--- src/design/pglide_pkg.sv ---
// Shared types, constants and the microcode program of the portamento glide block.
`default_nettype none

package pglide_pkg;

	// Field and register widths fixed by the interface.
	localparam int VALUE_BITS_DEF = 16;
	localparam int IN_VAL_BITS    = 16;
	localparam int TICK_BITS      = 8;
	localparam int LEN_BITS       = 16;
	localparam int CFG_IDX_BITS   = 8;
	localparam int CFG_DATA_BITS  = 16;
	localparam int IN_TDATA_BITS  = 24;

	localparam logic [LEN_BITS-1:0] LEN_MAX = '1;

	// Configuration register indexes.
	localparam logic [CFG_IDX_BITS-1:0] REG_GLIDE_SPEED = 8'd0;
	localparam logic [CFG_IDX_BITS-1:0] REG_PROP_MODE   = 8'd1;

	// Request kinds carried in tuser.
	localparam logic REQ_SET_TARGET = 1'b0;
	localparam logic REQ_ADVANCE    = 1'b1;

	// Datapath micro-operations.
	typedef enum logic [2:0] {
		OP_NOP,
		OP_SET_CHECK,
		OP_LEN_CHECK,
		OP_MUL_STEP,
		OP_DIV_STEP,
		OP_WRITE,
		OP_ADV_CHECK,
		OP_ADV_CMP
	} uop_t;

	// Microprogram addresses.
	typedef enum logic [2:0] {
		UPC_SET,
		UPC_LEN,
		UPC_MUL,
		UPC_DIV,
		UPC_WB,
		UPC_ADV,
		UPC_CMP,
		UPC_DONE
	} upc_t;

	// One control word: operation, conditional jump on the datapath flag,
	// fall-through address and end-of-program mark.
	typedef struct packed {
		uop_t op;
		logic use_flag;
		upc_t jmp;
		upc_t nxt;
		logic last;
	} ctrl_word_t;

	// Status returned by the datapath to the sequencer.
	typedef struct packed {
		logic flag;
	} dp_status_t;

	// Read-only microprogram.
	function automatic ctrl_word_t rom_word(upc_t pc);
		ctrl_word_t w;
		w = '{op: OP_NOP, use_flag: 1'b0, jmp: UPC_DONE, nxt: UPC_DONE, last: 1'b0};
		case (pc)
			UPC_SET: w = '{op: OP_SET_CHECK, use_flag: 1'b1, jmp: UPC_DONE, nxt: UPC_LEN,
				last: 1'b0};
			UPC_LEN: w = '{op: OP_LEN_CHECK, use_flag: 1'b1, jmp: UPC_DONE, nxt: UPC_MUL,
				last: 1'b0};
			UPC_MUL: w = '{op: OP_MUL_STEP, use_flag: 1'b1, jmp: UPC_MUL, nxt: UPC_DIV,
				last: 1'b0};
			UPC_DIV: w = '{op: OP_DIV_STEP, use_flag: 1'b1, jmp: UPC_DIV, nxt: UPC_WB,
				last: 1'b0};
			UPC_WB: w = '{op: OP_WRITE, use_flag: 1'b0, jmp: UPC_DONE, nxt: UPC_DONE,
				last: 1'b0};
			UPC_ADV: w = '{op: OP_ADV_CHECK, use_flag: 1'b1, jmp: UPC_DONE, nxt: UPC_CMP,
				last: 1'b0};
			UPC_CMP: w = '{op: OP_ADV_CMP, use_flag: 1'b1, jmp: UPC_DONE, nxt: UPC_MUL,
				last: 1'b0};
			UPC_DONE: w = '{op: OP_NOP, use_flag: 1'b0, jmp: UPC_DONE, nxt: UPC_DONE,
				last: 1'b1};
			default: w = '{op: OP_NOP, use_flag: 1'b0, jmp: UPC_DONE, nxt: UPC_DONE,
				last: 1'b1};
		endcase
		return w;
	endfunction

endpackage

`default_nettype wire

--- src/design/pglide_seq.sv ---
// Microcode sequencer: step counter, program table and conditional jumps.
`default_nettype none

module pglide_seq
	import pglide_pkg::*;
(
	input  wire         clk,
	input  wire         arst_n,
	input  wire         start,
	input  upc_t        entry,
	input  wire         hold,
	input  dp_status_t  status,
	output uop_t        op,
	output logic        busy,
	output logic        done
);

	upc_t       pc_q;
	upc_t       pc_next;
	logic       busy_q;
	logic       busy_next;
	ctrl_word_t word;

	assign word = rom_word(pc_q);

	// Next step: start at an entry, jump on the flag, fall through, or go idle at the end unless held.
	always_comb begin
		pc_next   = pc_q;
		busy_next = busy_q;
		if (start) begin
			pc_next   = entry;
			busy_next = 1'b1;
		end else if (busy_q) begin
			if (word.last) begin
				if (!hold) begin
					busy_next = 1'b0;
				end
			end else if (word.use_flag && status.flag) begin
				pc_next = word.jmp;
			end else begin
				pc_next = word.nxt;
			end
		end
	end

	// Control outputs for the current step.
	always_comb begin
		op   = busy_q ? word.op : OP_NOP;
		busy = busy_q;
		done = busy_q && word.last && !hold;
	end

	always_ff @(posedge clk or negedge arst_n) begin
		if (!arst_n) begin
			pc_q   <= UPC_DONE;
			busy_q <= 1'b0;
		end else begin
			pc_q   <= pc_next;
			busy_q <= busy_next;
		end
	end

endmodule

`default_nettype wire

--- src/design/pglide_dp.sv ---
// Glide datapath: state registers and a shared shift-add multiplier and restoring divider.
`default_nettype none

module pglide_dp
	import pglide_pkg::*;
#(
	parameter int VALUE_BITS = VALUE_BITS_DEF
) (
	input  wire                   clk,
	input  wire                   arst_n,
	input  uop_t                  op,
	input  wire  [VALUE_BITS-1:0] new_value,
	input  wire  [TICK_BITS-1:0]  ticks,
	input  wire  [LEN_BITS-1:0]   glide_speed,
	input  wire                   proportional_mode,
	output dp_status_t            status,
	output logic [VALUE_BITS-1:0] current_value,
	output logic                  gliding
);

	localparam int DW = (VALUE_BITS > LEN_BITS) ? VALUE_BITS : LEN_BITS;
	localparam int PW = VALUE_BITS + LEN_BITS;
	localparam int CW = $clog2(PW + 1);

	logic [VALUE_BITS-1:0] target_q;
	logic [VALUE_BITS-1:0] output_q;
	logic [VALUE_BITS-1:0] start_q;
	logic [LEN_BITS-1:0]   elapsed_q;
	logic [LEN_BITS-1:0]   length_q;

	logic [VALUE_BITS-1:0] mcand_q;
	logic [PW-1:0]         acc_q;
	logic [DW-1:0]         divisor_q;
	logic [DW-1:0]         rem_q;
	logic [CW-1:0]         cnt_q;
	logic                  neg_q;
	logic                  len_job_q;

	logic [VALUE_BITS-1:0] dist_abs;
	logic [VALUE_BITS-1:0] div_sel;
	logic [VALUE_BITS-1:0] span;
	logic                  span_neg;
	logic [LEN_BITS:0]     e_sum;
	logic [LEN_BITS-1:0]   e_sat;
	logic [VALUE_BITS:0]   mul_sum;
	logic [DW:0]           div_try;
	logic                  div_ge;
	logic [DW:0]           div_diff;
	logic [LEN_BITS-1:0]   len_sat;
	logic [VALUE_BITS-1:0] adv_value;
	logic                  cnt_more;

	// Operand selection and one step of each iterative unit.
	always_comb begin
		dist_abs  = (target_q > output_q) ? (target_q - output_q) : (output_q - target_q);
		div_sel   = (target_q > start_q) ? output_q : target_q;
		span_neg  = (target_q < start_q);
		span      = span_neg ? (start_q - target_q) : (target_q - start_q);
		e_sum     = {1'b0, elapsed_q} + {{(LEN_BITS + 1 - TICK_BITS){1'b0}}, ticks};
		e_sat     = e_sum[LEN_BITS] ? LEN_MAX : e_sum[LEN_BITS-1:0];
		mul_sum   = {1'b0, acc_q[PW-1:LEN_BITS]}
			+ (acc_q[0] ? {1'b0, mcand_q} : {(VALUE_BITS + 1){1'b0}});
		div_try   = {rem_q, acc_q[PW-1]};
		div_ge    = (div_try >= {1'b0, divisor_q});
		div_diff  = div_try - {1'b0, divisor_q};
		len_sat   = (|acc_q[PW-1:LEN_BITS]) ? LEN_MAX : acc_q[LEN_BITS-1:0];
		adv_value = neg_q ? (start_q - acc_q[VALUE_BITS-1:0])
			: (start_q + acc_q[VALUE_BITS-1:0]);
		cnt_more  = (cnt_q != CW'(1));
	end

	// Jump flag for the sequencer.
	always_comb begin
		case (op)
			OP_SET_CHECK: status.flag = (new_value == target_q) || (new_value == output_q);
			OP_LEN_CHECK: status.flag = (glide_speed == '0) || !proportional_mode
				|| (div_sel == '0);
			OP_MUL_STEP:  status.flag = cnt_more;
			OP_DIV_STEP:  status.flag = cnt_more;
			OP_ADV_CHECK: status.flag = (output_q == target_q) || (length_q == '0);
			OP_ADV_CMP:   status.flag = (elapsed_q > length_q);
			default:      status.flag = 1'b0;
		endcase
	end

	// Glide state, cleared at reset.
	always_ff @(posedge clk or negedge arst_n) begin
		if (!arst_n) begin
			target_q  <= '0;
			output_q  <= '0;
			start_q   <= '0;
			elapsed_q <= '0;
			length_q  <= '0;
		end else begin
			case (op)
				OP_SET_CHECK: begin
					if (!status.flag) begin
						target_q  <= new_value;
						start_q   <= output_q;
						elapsed_q <= '0;
					end
				end
				OP_LEN_CHECK: begin
					if (glide_speed == '0) begin
						length_q <= '0;
					end else if (!proportional_mode) begin
						length_q <= glide_speed;
					end else if (div_sel == '0) begin
						length_q <= '0;
					end
				end
				OP_WRITE: begin
					if (len_job_q) begin
						length_q <= len_sat;
					end else begin
						output_q <= adv_value;
					end
				end
				OP_ADV_CHECK: begin
					if (output_q == target_q) begin
						start_q <= output_q;
					end else if (length_q == '0) begin
						output_q <= target_q;
					end else begin
						elapsed_q <= e_sat;
					end
				end
				OP_ADV_CMP: begin
					if (status.flag) begin
						output_q <= target_q;
					end
				end
				default: begin
				end
			endcase
		end
	end

	// Multiply-divide working registers.
	always_ff @(posedge clk) begin
		case (op)
			OP_LEN_CHECK: begin
				mcand_q   <= dist_abs;
				acc_q     <= {{VALUE_BITS{1'b0}}, glide_speed};
				divisor_q <= DW'(div_sel);
				cnt_q     <= CW'(LEN_BITS);
				len_job_q <= 1'b1;
			end
			OP_ADV_CMP: begin
				mcand_q   <= span;
				acc_q     <= {{VALUE_BITS{1'b0}}, elapsed_q};
				divisor_q <= DW'(length_q);
				neg_q     <= span_neg;
				cnt_q     <= CW'(LEN_BITS);
				len_job_q <= 1'b0;
			end
			OP_MUL_STEP: begin
				acc_q <= {mul_sum, acc_q[LEN_BITS-1:1]};
				if (cnt_more) begin
					cnt_q <= cnt_q - CW'(1);
				end else begin
					cnt_q <= CW'(PW);
					rem_q <= '0;
				end
			end
			OP_DIV_STEP: begin
				rem_q <= div_ge ? div_diff[DW-1:0] : div_try[DW-1:0];
				acc_q <= {acc_q[PW-2:0], div_ge};
				cnt_q <= cnt_q - CW'(1);
			end
			default: begin
			end
		endcase
	end

	// Result fields.
	always_comb begin
		current_value = output_q;
		gliding       = (output_q != target_q);
	end

endmodule

`default_nettype wire

--- src/design/portamento_glide.sv ---
// Portamento glide top level: stream channels, configuration port and output register.
// Input channel s_*: tuser is req_type (set target or advance), tdata carries
// target_value in bits 15:0 and ticks_elapsed in bits 23:16. Every accepted item
// returns one result on m_*: tdata is current_value, tuser is the gliding flag.
// The cfg_* channel writes glide_speed (index 0) or proportional_mode (index 1);
// such a write recomputes the glide length, other indexes are ignored.
// One item is processed at a time by a microcoded sequencer. An ignored target,
// a settled advance or an advance with a zero length ends after its first check
// step; a new target with a zero length or an advance past the length ends after
// its second check step. An item that needs the multiply and divide runs its
// checks, the 16-step shift-add multiplier, the bit-serial restoring divider and
// a write-back step. The next item can be accepted at the earliest in the cycle
// after the result is stored.
// A configuration write keeps the sequencer busy for the length check alone, or
// also for the multiply, divide and write-back when the length needs the divide.
// s_tready and cfg_ready are high only while the sequencer is idle; s_tready
// also stays low while a configuration write is offered. The result waits in an
// output register; if the receiver stalls, the next item may still be accepted
// and runs until its result can be stored.
// Reset clears all glide state and configuration to zero and empties the output.
`default_nettype none

module portamento_glide
	import pglide_pkg::*;
#(
	parameter int VALUE_BITS = VALUE_BITS_DEF
) (
	input  wire                          clk,
	input  wire                          arst_n,
	input  wire                          s_tvalid,
	output logic                         s_tready,
	input  wire  [IN_TDATA_BITS-1:0]     s_tdata,   // target_value[15:0], ticks_elapsed[23:16]
	input  wire                          s_tuser,   // req_type
	output logic                         m_tvalid,
	input  wire                          m_tready,
	output logic [((VALUE_BITS+7)/8)*8-1:0] m_tdata, // current_value
	output logic                         m_tuser,   // gliding
	input  wire                          cfg_valid,
	output logic                         cfg_ready,
	input  wire  [CFG_IDX_BITS-1:0]      cfg_index,
	input  wire  [CFG_DATA_BITS-1:0]     cfg_data
);

	localparam int OUT_BITS = ((VALUE_BITS + 7) / 8) * 8;

	logic [LEN_BITS-1:0]   glide_speed_q;
	logic                  prop_mode_q;
	logic [VALUE_BITS-1:0] new_value_q;
	logic [TICK_BITS-1:0]  ticks_q;
	logic                  item_job_q;
	logic                  out_valid_q;
	logic [VALUE_BITS-1:0] out_value_q;
	logic                  out_gliding_q;

	logic                  busy;
	logic                  done;
	logic                  hold;
	logic                  in_fire;
	logic                  cfg_fire;
	logic                  cfg_known;
	logic                  start;
	upc_t                  entry;
	uop_t                  op;
	dp_status_t            status;
	logic [VALUE_BITS-1:0] cur_value;
	logic                  cur_gliding;

	// Handshakes and program entry selection.
	always_comb begin
		cfg_ready = !busy;
		s_tready  = !busy && !cfg_valid;
		in_fire   = s_tvalid && s_tready;
		cfg_fire  = cfg_valid && cfg_ready;
		cfg_known = (cfg_index == REG_GLIDE_SPEED) || (cfg_index == REG_PROP_MODE);
		start     = in_fire || (cfg_fire && cfg_known);
		if (cfg_fire) begin
			entry = UPC_LEN;
		end else if (s_tuser == REQ_ADVANCE) begin
			entry = UPC_ADV;
		end else begin
			entry = UPC_SET;
		end
		hold      = item_job_q && out_valid_q && !m_tready;
	end

	// Configuration registers.
	always_ff @(posedge clk or negedge arst_n) begin
		if (!arst_n) begin
			glide_speed_q <= '0;
			prop_mode_q   <= 1'b0;
		end else if (cfg_fire) begin
			case (cfg_index)
				REG_GLIDE_SPEED: glide_speed_q <= cfg_data[LEN_BITS-1:0];
				REG_PROP_MODE:   prop_mode_q   <= cfg_data[0];
				default: begin
				end
			endcase
		end
	end

	// Job kind: an item returns a result, a configuration recompute does not.
	always_ff @(posedge clk or negedge arst_n) begin
		if (!arst_n) begin
			item_job_q <= 1'b0;
		end else if (start) begin
			item_job_q <= in_fire;
		end
	end

	// Input fields held for the running item.
	always_ff @(posedge clk) begin
		if (in_fire) begin
			new_value_q <= VALUE_BITS'(s_tdata[IN_VAL_BITS-1:0]);
			ticks_q     <= s_tdata[IN_VAL_BITS+TICK_BITS-1:IN_VAL_BITS];
		end
	end

	// Output register.
	always_ff @(posedge clk or negedge arst_n) begin
		if (!arst_n) begin
			out_valid_q <= 1'b0;
		end else if (done && item_job_q) begin
			out_valid_q <= 1'b1;
		end else if (m_tready) begin
			out_valid_q <= 1'b0;
		end
	end

	always_ff @(posedge clk) begin
		if (done && item_job_q) begin
			out_value_q   <= cur_value;
			out_gliding_q <= cur_gliding;
		end
	end

	assign m_tvalid = out_valid_q;
	assign m_tdata  = OUT_BITS'(out_value_q);
	assign m_tuser  = out_gliding_q;

	pglide_seq u_seq (
		.clk    (clk),
		.arst_n (arst_n),
		.start  (start),
		.entry  (entry),
		.hold   (hold),
		.status (status),
		.op     (op),
		.busy   (busy),
		.done   (done)
	);

	pglide_dp #(
		.VALUE_BITS (VALUE_BITS)
	) u_dp (
		.clk               (clk),
		.arst_n            (arst_n),
		.op                (op),
		.new_value         (new_value_q),
		.ticks             (ticks_q),
		.glide_speed       (glide_speed_q),
		.proportional_mode (prop_mode_q),
		.status            (status),
		.current_value     (cur_value),
		.gliding           (cur_gliding)
	);

endmodule

`default_nettype wire

--- config.mk ---
export PLATFORM = sky130hd
export DESIGN_NAME = portamento_glide
export DESIGN_NICKNAME = d
export VERILOG_FILES = /design/src/design/pglide_pkg.sv /design/src/design/pglide_seq.sv /design/src/design/pglide_dp.sv /design/src/design/portamento_glide.sv
export SDC_FILE = /design/constraint.sdc
export NUM_CORES = 1
export LEC_CHECK = 0
export BUFFER_PORTS_ARGS = -buffer_cell sky130_fd_sc_hd__buf_2
export CORE_MARGIN = 10
export CORE_UTILIZATION = 40
export DETAILED_ROUTE_END_ITERATION = 16
export MAX_ROUTING_LAYER = met4
export SYNTH_ARGS = -nofsm -noshare
export SYNTH_HDL_FRONTEND = slang
export SYNTH_SLANG_ARGS = --single-unit
--- constraint.sdc ---
create_clock -name clk -period 3.7 [get_ports clk]
set_input_delay 1.11 -clock clk [delete_from_list [all_inputs] [get_ports clk]]
set_output_delay 1.11 -clock clk [all_outputs]
set_load 0.02 [all_outputs]
==> impl_metrics.toml <==
[sta]
tightest_slew_ns = 0.983
min_period_ns = 3.46
rsz0062_at_grt = "no"
slew_headroom = 0.345
hold_viol = 0
fin_crit_sh = 0.935
setup-tns-final_ns = 0
drv_slew = 0
fin_skew_ns = 0.0255
setup_viol = 0
fmax_mhz = 289

[critical_path]
slowest_delay_ns = 0.68
critPathMostFrequentCell = "nand2_1"
criticalPathCategory = "flop to flop"
regToRegSetupSlack_ns = 0.24
crit_buf_inv = 1
end_kind = "flop"
crit_chain = "ha_1 > a21oi_1 > nand2_1 > o211ai_1 > nand2_1 > inv_4 > mux2_1 > o32a_1 > and4_1 > nor4_1 > o21ai_1"
cp-start-kind = "flop"
worstPathMaxFanout = 11
critical_path.top_delay_family = "compound AO/OA/AOI/OAI gates"
cp_slowest_cell = "dfrtp_1"
arrival_ns = 3.75
worstPathRequired_ns = 3.99

[synthesis]
netlist_area_um2 = 16900
synth-edff-count = 129
synth_top_cells_by_count = "nor2_1, a21oi_1, ha_1"
synthArstFlopShare = 0.444
yosysWarnings = 0
ys.flop_type = "edfxtp_1"
yosysSeqAreaShare = 0.382
synth_top_cell_area_share = 0.230
synthTopCellsByArea = "edfxtp_1, dfrtp_1, ha_1"
ys_ff_latch = 232
synthesis.nets = 2012
yosysUniqueCellTypes = 97
yosysMostFrequentCell = "nor2_1"
syn_area_per_cell_um2 = 9.33
postSynthCellCount = 1810
yosysTopAreaCell = "edfxtp_1"

[final_layout]
final_nets = 2118
syn_to_final_growth_pct = 13.6
nFillCells = 3997
n_antenna_cell = 0
drive_gt1_frac = 0.142

[clocking]
cts_made_buffers = 27
clock_latency_ns = 0.58
cts_num_sinks = 232
post-cts-setup-buffer-count = 0
cts-root-buf = "clkbuf_16"
h-tree-depth = 1
cts_buffer_depth = 3
cts.clk_slew.worst_paths_ns = 0.06
cts_tree = "done"

[global_routing]
grt.total_usage = 0.214
grt_start_max_net_pins = 60
antenna_found_initial = 0
grt-ovfl-total = 0
grt_pass1_wl_um = 82700
grt_pass1_vias = 13900

[routing]
routed_via_density = 5.82
wire_per_inst_um = 21.6
drtIter0Drc = 1410
drtPass1Iterations = 6
wirelength_um = 53500
drtAntennaViolNets = 0
vias = 14400
drc = 0

[die]
rows = 75
coreArea_um2 = 41900
die_y_um = 225
die_w_um = 225
dieArea_um2 = 50800
start_util = 0.403
io-pin-count = 74

[flow_run]
drv_cap = 0

[place]
dpl.hpwl_um = 41900
io_buffer_count = 73
place_congestion = 0.962

[outcome]
status = "finished clean"

[hold_path]
hp-class = "flop to flop"
==> registers in the layout, summed over array words and instances, names as in the netlist, named ones only <==
signal / cells
u_seq.busy: 1
u_dp.target_q: 16
m_tvalid: 1
ticks_q: 8
u_dp.divisor_q: 16
item_job_q: 1
glide_speed_q: 16
u_dp.rem_q: 16
prop_mode_q: 1
u_dp.len_job_q: 1
u_dp.current_value: 16
u_dp.length_q: 16
u_dp.elapsed_q: 16
u_dp.mcand_q: 16
u_dp.start_q: 16
m_tdata: 16
m_tuser: 1
u_dp.acc_q: 32
u_seq.pc_q: 2
u_dp.neg_q: 1
u_dp.cnt_q: 6
new_value_q: 16
==> stage by stage <==
| step | setup WS (ns) | hold slack (ns) | cells | instance area, um2 | util |
|---|---|---|---|---|---|
| floorplan | 0.135 | 0.461 | 1810 | 16900 | - |
| global placement | 0.306 | 0.476 | 2426 | 18200 | 0.435 |
| detailed placement | 0.239 | 0.492 | 2426 | 18200 | 0.435 |
| CTS | 0.202 | 0.507 | 2475 | 19200 | 0.458 |
| global route | 0.00141 | 0.552 | 2475 | 19200 | 0.458 |
| finish | 0.241 | 0.514 | 2475 | 19200 | 0.458 |
==> worst register-to-register path, stage by stage (launching register included) <==
cell      delay (ns)
dfrtp_1         0.68
ha_1            0.43
a21oi_1         0.29
nand2_1         0.09
o211ai_1        0.17
nand2_1         0.13
inv_4           0.16
mux2_1          0.39
o32a_1          0.24
and4_1          0.22
nor4_1          0.27
o21ai_1         0.11
==> cell type report <==
class / count / area (um2) / area share
Multi-Input combinational cell: 1379 / 9620 / 0.502
Sequential cell: 232 / 6450 / 0.337
Timing Repair Buffer: 153 / 993 / 0.0518
Clock buffer: 32 / 724 / 0.0378
Tap cell: 539 / 674 / 0.0352
Inverter: 123 / 467 / 0.0243
Clock inverter: 17 / 236 / 0.0123
==> kinds of logic (layout without fill, tap and decap cells) <==
logic type | after synthesis | count (layout) | synth area share
and+or+nand+nor | 538 | 538 | 0.156
buffers and inverters | 199 | 325 | 0.0500
xor gates and xnor gates | 113 | 113 | 0.0586
AOI/OAI and AO/OA | 509 | 509 | 0.193
adders and majority gates | 148 | 148 | 0.113
DFF | 232 | 232 | 0.382
muxes | 71 | 71 | 0.0457
==> metal layers <==
layer / up-vias / GRT usage / share of wire
li1: 6793 / - / -
met1: 6988 / 0.289 / 0.45
met2: 526 / 0.331 / 0.46
met3: 89 / 0.0285 / 0.066
met4: 0 / 0.0584 / 0.029
met5: - / - / 0
==> path summary, 6_finish.rpt <==
| path | depth (start not counted) | endpoint | start |
|---|---|---|---|
| setup / recovery | 11 | u_dp.mcand_q[14] | u_dp.target_q[7] |
| hold / removal | 2 | item_job_q | item_job_q |
| setup reg to reg | 11 | u_dp.mcand_q[14] | u_dp.target_q[7] |
| hold reg to reg | 2 | item_job_q | item_job_q |
| max in group asynchronous | 2 | u_dp.target_q[6] | arst_n |
| min in group asynchronous | 1 | u_dp.elapsed_q[8] | arst_n |
==> placed cells by master, fill, tap and decap left out, types with 8 or more instances in the layout <==
cell type	instances
fa_1	8
dfrtp_1	100
or3_1	11
a21o_1	42
nor3_1	34
nand2b_1	13
mux2_2	33
and3_1	16
and2_1	27
clkbuf_16	27
o21ai_1	45
o211ai_1	9
o21a_1	16
nand2_1	128
edfxtp_1	129
nand4_1	21
nor4_1	31
a31oi_1	12
buf_4	79
o21ai_0	108
a21oi_1	151
a222oi_1	15
xnor2_1	50
ha_1	140
o221ai_1	19
buf_2	72
xor2_1	63
nor2b_1	31
inv_1	120
a211oi_1	11
nor2_1	164
nand3_1	28
mux2i_1	34
==> what timing repair did <==
action	4_1_cts	5_1_grt
hold buffers	0	0
gates resized for setup	0	3
endpoints found under the setup margin	0	3
hold endpoints to repair	0	0
Power is left out: the tool's default activity adds up to more than one toggle a clock period on the data nets, which glitch-free logic cannot reach.
